$ cat src/rtl/f19m_pkg.sv
package f19m_pkg;
  localparam int unsigned EXP_BITS_DEF = 8;
  localparam int unsigned FRAC_BITS_DEF = 10;
endpackage

$ cat src/rtl/float19_multiplier.sv
// Floating-point multiplier for a small float format (sign, EXP_BITS exponent with bias
// 2^(EXP_BITS-1)-1, FRAC_BITS fraction; 19 bits by default). Subnormal operands are
// normalized, the significand product is rounded to nearest even, overflow gives a signed
// infinity and tiny results a truncated subnormal or signed zero; NaN or infinity times
// zero gives the positive NaN with fraction 1. One operand pair is taken every cycle while
// in_stall_o is low; each pair passes through the operand register, then the result register,
// and a stalled result register holds while one more pair waits in the operand register.
module float19_multiplier #(
  parameter int unsigned EXP_BITS = f19m_pkg::EXP_BITS_DEF,
  parameter int unsigned FRAC_BITS = f19m_pkg::FRAC_BITS_DEF
) (
  input  logic                           clk_i,
  input  logic                           rst_ni,
  input  logic                           in_valid_i,
  output logic                           in_stall_o,
  input  logic [EXP_BITS+FRAC_BITS:0]    operand_a_i,
  input  logic [EXP_BITS+FRAC_BITS:0]    operand_b_i,
  output logic                           out_valid_o,
  input  logic                           out_stall_i,
  output logic [EXP_BITS+FRAC_BITS:0]    product_o
);
  import f19m_pkg::*;

  localparam int unsigned W = 1 + EXP_BITS + FRAC_BITS;
  localparam int unsigned EW = EXP_BITS + 3;
  localparam int unsigned PW = 2 * FRAC_BITS + 2;
  localparam int unsigned LW = $clog2(FRAC_BITS + 1);
  localparam logic [EXP_BITS-1:0] EXP_ONES = '1;
  localparam logic signed [EW-1:0] BIAS = EW'((1 << (EXP_BITS - 1)) - 1);
  localparam logic signed [EW-1:0] EMAX = EW'((1 << EXP_BITS) - 1);

  logic         a_valid_q, r_valid_q;
  logic [W-1:0] a_q, b_q, r_q;
  logic [W-1:0] r_d;
  logic         a_adv, r_adv;

  assign r_adv = !r_valid_q || !out_stall_i;
  assign a_adv = !a_valid_q || r_adv;
  assign in_stall_o = !a_adv;
  assign out_valid_o = r_valid_q;
  assign product_o = r_q;

  always_ff @(posedge clk_i or negedge rst_ni) begin
    if (!rst_ni) begin
      a_valid_q <= 1'b0;
      r_valid_q <= 1'b0;
    end else begin
      if (a_adv) a_valid_q <= in_valid_i;
      if (r_adv) r_valid_q <= a_valid_q;
    end
  end

  always_ff @(posedge clk_i) begin
    if (a_adv && in_valid_i) begin
      a_q <= operand_a_i;
      b_q <= operand_b_i;
    end
    if (r_adv && a_valid_q) r_q <= r_d;
  end

  function automatic logic [LW-1:0] lead_zeros(input logic [FRAC_BITS-1:0] f);
    logic [LW-1:0] n;
    logic          hit;
    n = '0;
    hit = 1'b0;
    for (int i = FRAC_BITS - 1; i >= 0; i--) begin
      if (!hit && !f[i]) n = n + LW'(1);
      else hit = 1'b1;
    end
    return n;
  endfunction

  logic [EXP_BITS-1:0]  ea, eb;
  logic [FRAC_BITS-1:0] fa, fb;
  logic                 sign, nan_a, nan_b, inf_a, inf_b, zero_a, zero_b;
  logic [LW-1:0]        za, zb;
  logic [FRAC_BITS:0]   ma, mb, m, m_rnd;
  logic signed [EW-1:0] xa, xb, expo, shift;
  logic [PW-1:0]        p, pn;
  logic                 rb, sb;
  logic [FRAC_BITS+1:0] m_inc;

  always_comb begin
    sign = a_q[W-1] ^ b_q[W-1];
    ea = a_q[W-2:FRAC_BITS];
    eb = b_q[W-2:FRAC_BITS];
    fa = a_q[FRAC_BITS-1:0];
    fb = b_q[FRAC_BITS-1:0];
    nan_a = (ea == EXP_ONES) && (fa != '0);
    nan_b = (eb == EXP_ONES) && (fb != '0);
    inf_a = (ea == EXP_ONES) && (fa == '0);
    inf_b = (eb == EXP_ONES) && (fb == '0);
    zero_a = (ea == '0) && (fa == '0);
    zero_b = (eb == '0) && (fb == '0);
    za = lead_zeros(fa);
    zb = lead_zeros(fb);
    if (ea != '0) begin
      ma = {1'b1, fa};
      xa = EW'(ea);
    end else begin
      ma = {1'b0, fa} << (za + LW'(1));
      xa = -EW'(za);
    end
    if (eb != '0) begin
      mb = {1'b1, fb};
      xb = EW'(eb);
    end else begin
      mb = {1'b0, fb} << (zb + LW'(1));
      xb = -EW'(zb);
    end
    expo = xa + xb - BIAS;
    p = PW'(ma) * PW'(mb);
    if (p[PW-1]) begin
      pn = (p >> 1) | PW'(p[0]);
      expo = expo + EW'(1);
    end else begin
      pn = p;
    end
    m = pn[2*FRAC_BITS:FRAC_BITS];
    rb = pn[FRAC_BITS-1];
    sb = (pn[FRAC_BITS-2:0] != '0);
    m_inc = {1'b0, m} + (FRAC_BITS+2)'(rb && (sb || m[0]));
    if (m_inc[FRAC_BITS+1]) begin
      m_rnd = m_inc[FRAC_BITS+1:1];
      expo = expo + EW'(1);
    end else begin
      m_rnd = m_inc[FRAC_BITS:0];
    end
    shift = EW'(1) - expo;

    if (nan_a || nan_b || ((inf_a || inf_b) && (zero_a || zero_b))) begin
      r_d = {1'b0, EXP_ONES, FRAC_BITS'(1)};
    end else if (inf_a || inf_b) begin
      r_d = {sign, EXP_ONES, FRAC_BITS'(0)};
    end else if (zero_a || zero_b) begin
      r_d = {sign, (W-1)'(0)};
    end else if (expo >= EMAX) begin
      r_d = {sign, EXP_ONES, FRAC_BITS'(0)};
    end else if (expo >= EW'(1)) begin
      r_d = {sign, expo[EXP_BITS-1:0], m_rnd[FRAC_BITS-1:0]};
    end else if (shift > EW'(FRAC_BITS)) begin
      r_d = {sign, (W-1)'(0)};
    end else begin
      r_d = {sign, EXP_BITS'(0), FRAC_BITS'(m_rnd >> shift)};
    end
  end
endmodule

$ cat config.mk
export PLATFORM = sky130hd
export DESIGN_NAME = float19_multiplier
export DESIGN_NICKNAME = d
export VERILOG_FILES = /design/src/rtl/f19m_pkg.sv /design/src/rtl/float19_multiplier.sv
export SDC_FILE = /design/constraint.sdc
export NUM_CORES = 1
export LEC_CHECK = 0
export ABC_AREA = 0
export BUFFER_PORTS_ARGS = -buffer_cell sky130_fd_sc_hd__buf_2
export CORE_AREA = 2 2 138 154
export CTS_BUF_LIST = sky130_fd_sc_hd__clkbuf_8
export CTS_CLUSTER_SIZE = 10
export DETAILED_ROUTE_END_ITERATION = 7
export DIE_AREA = 0 0 140 156
export GPL_TIMING_DRIVEN = 0
export PLACE_DENSITY = 0.77
export SYNTH_ARGS = -nofsm -noshare
export SYNTH_HDL_FRONTEND = slang
export SYNTH_SLANG_ARGS = --single-unit
$ cat constraint.sdc
create_clock -name clk_i -period 39.7 [get_ports clk_i]
set_clock_uncertainty 0.1 [all_clocks]
set_input_delay 3.97 -clock clk_i [delete_from_list [all_inputs] [get_ports clk_i]]
set_output_delay 3.97 -clock clk_i [all_outputs]
set_load 0.1 [all_outputs]
==> run_results.csv <==
group,metric,value,unit
outcome,status,"finished, final reports clean",
floorplan,ios,63,
cells_and_area,nFillCells,1836,
synth,syn-num-nets,1691,
routing,wl,31900,µm
synth,synth-edff-count,57,
clock_tree,h-tree-depth,3,
clock_tree,cts_buffers,9,
floorplan,core,0.0203,mm²
clock_tree,hold_buffers,0,
clock_tree,clock_path_buffers,2,
clock_tree,cts_tree,"done",
placement,place_congestion,0.932,
global_routing,grt_overflow,0,
sta,fin_crit_sh,39.2,%
routing,wl_per_cell,17.7,µm
setup_path,worstPathArrival,15.68,ns
cells_and_area,areaGrowthSynthToFinish,7.25,%
synth,ys_seq_elements,59,
synth,postSynthAreaPerCell,8.20,µm²
placement,dpl.hpwl,25700,µm
routing,drc,0,
sta,min_period,15.58,ns
setup_path,critPathSlowestCell,"a2111oi_0",
sta,report.final.hold_viol_count,0,
floorplan,die_h,156,µm
cells_and_area,drive_gt1_share,11.6,%
global_routing,grt_max_degree,39,
clock_tree,clock_latency,0.38,ns
synth,synth_seq_area_share,14.7,%
setup_path,path_class,"flop to flop",
floorplan,dieWidth,140,µm
synth,synth_cells,1463,
clock_tree,postCtsSetupRepairBufs,0,
clock_tree,cts.repair.resized,0,
setup_path,cp-end-kind,"flop",
setup_path,cp-start-kind,"flop",
global_routing,grt_pass1_wl,53100,µm
cells_and_area,layout_commonest_cell,"nor2_1",
routing,drtAntennaViolNets,0,
synth,netlist_area,0.0120,mm²
cells_and_area,n_antenna_cell,0,
clock_tree,clk_pin_slew,0.09,ns
setup_path,cp_max_fo,10,
sta,final_max_slew_viol_count,0,
synth,yosys_most_used_dff,"edfxtp_1",
sta,worst_pin_slew,1.21,ns
sta,setup_tns,0,ns
clock_tree,root_buffer,"clkbuf_8",
setup_path,critPathRequiredTime,39.80,ns
routing,drt-pass1-iter-count,6,
sta,final-setup-viol-count,0,
routing,via_count,11200,
synth,async_flop_share,3.39,%
floorplan,dieArea,0.0218,mm²
synth,ys_types,108,
cells_and_area,num-nets-final,1765,
run,maxCapViolCount,0,
synth,synth_warnings,0,
clock_tree,clock_sinks,59,
sta,slew_headroom,18.2,%
worst_hold_path,hold_path_class,"flop to flop",
cells_and_area,final_cell_mix,"167 x nor2_1, 139 x inv_1, 115 x nand2_1",
setup_path,slowest_delay,0.70,ns
routing,drt-initial-drc-count,716,
placement,port_buffers,62,
global_routing,antenna_found_initial,0,
floorplan,rows,55,
sta,max_freq,64.2,MHz
floorplan,start_util,59.1,%
global_routing,grt_pass1_vias,11000,
sta,rsz0062_at_grt,"no",
setup_path,crit_top_cell,"ha_1",
routing,routed_via_density,6.24,
global_routing,groute.usage.overall,29.5,%
cell type report:
cell class | instances | area [µm²] | share of cell area (%)
inverters | 138 | 518 | 4.03
clock buffers | 10 | 138 | 1.07
repair buffers | 63 | 325 | 2.53
flip-flops and latches | 59 | 1760 | 13.7
well taps | 256 | 320 | 2.49
plain buffers | 68 | 294 | 2.29
multi-input cells | 1198 | 9420 | 73.3
clock inverters | 6 | 81.3 | 0.632
metal layers:
| metal | share of wire, % | global-route usage (%) | routed length [µm] |
|---|---|---|---|
| met2 | 50 | 53.0 | 15800 |
| met3 | 4.4 | 3.28 | 1410 |
| met5 | 0 | 0 | 0 |
| met1 | 43 | 36.9 | 13700 |
| met4 | 3.1 | 10.7 | 981 |
cell families after synthesis:
family	count (synthesis)	share of synthesized area (%)
compound gates	324	19.1
mux	46	4.29
fa+ha+maj	186	24.5
flops	59	14.7
simple gates	568	24.6
buf+inv	206	6.77
xor+xnor	74	6.07
critical path: cells and delay by family, from the launching register on:
kind	cells	cell delay (ns)
simple gates	14	3.63
compound gates	13	3.29
flops	1	0.37
fa+ha+maj	11	4.29
xor+xnor	4	1.47
buf+inv	10	1.98
mux	1	0.28
flip-flops by register name, indices dropped and copies added, names as in the netlist:
| signal | cells |
|---|---|
| a_q | 19 |
| a_valid_q | 1 |
| b_q | 19 |
| out_valid_o | 1 |
| product_o | 19 |
Yosys cell counts (5+ instances only):
cell type	instances	area, µm²
a211oi_1	14	105
edfxtp_1	57	1710
and2_1	12	75.1
nand3b_1	5	37.5
mux2i_1	33	330
nand4_1	20	125
nand3_1	28	140
nor2_1	167	627
o21a_1	10	75.1
o22ai_1	6	37.5
o31ai_1	12	90.1
a21boi_0	7	52.6
nand2_1	115	432
o31a_1	12	105
a31oi_1	9	56.3
nand2b_1	42	263
a21oi_1	89	445
nor2b_1	22	138
ha_1	105	1310
or2_2	26	163
a21o_1	17	128
buf_2	10	50.1
or4_1	7	52.6
and3_1	15	93.8
inv_1	137	514
xor2_1	25	219
clkbuf_1	52	195
a31o_2	7	61.3
or3_1	11	68.8
fa_1	81	1620
mux2_2	9	101
xnor2_1	42	368
nor4_1	17	106
nor3_1	32	160
o21ai_0	50	250
o211ai_1	15	113
o2111ai_1	7	61.3
and4_1	7	61.3
metrics by stage:
step	utilization [%]	std cells	hold WS (ns)	area [µm²]	setup WS [ns]
2_1_floorplan	-	1463	0.343	12000	26.56
3_3_place_gp	62.2	1781	0.361	12600	24.43
3_5_place_dp	62.3	1782	0.375	12600	24.30
4_1_cts	63.4	1798	0.394	12900	24.22
5_1_grt	63.4	1798	0.425	12900	23.08
6_report	63.4	1798	0.387	12900	24.12
path summary, 6_finish.rpt:
check,cells after the start,to,startpoint,slack (ns)
max,53,product_o[1]$_SDFFCE_PP0P_,b_q[9]$_DFFE_PP_,24.12
max in group asynchronous,1,a_valid_q$_DFFE_PN0N_,rst_ni,36.14
min reg2reg,1,out_valid_o$_DFFE_PN0P_,a_valid_q$_DFFE_PN0N_,0.39
max reg2reg,53,product_o[1]$_SDFFCE_PP0P_,b_q[9]$_DFFE_PP_,24.12
min,1,out_valid_o$_DFFE_PN0P_,a_valid_q$_DFFE_PN0N_,0.39
min in group asynchronous,1,out_valid_o$_DFFE_PN0P_,rst_ni,3.27
Power is left out: the tool's default activity adds up to more than one toggle a clock period on the data nets, which glitch-free logic cannot reach.
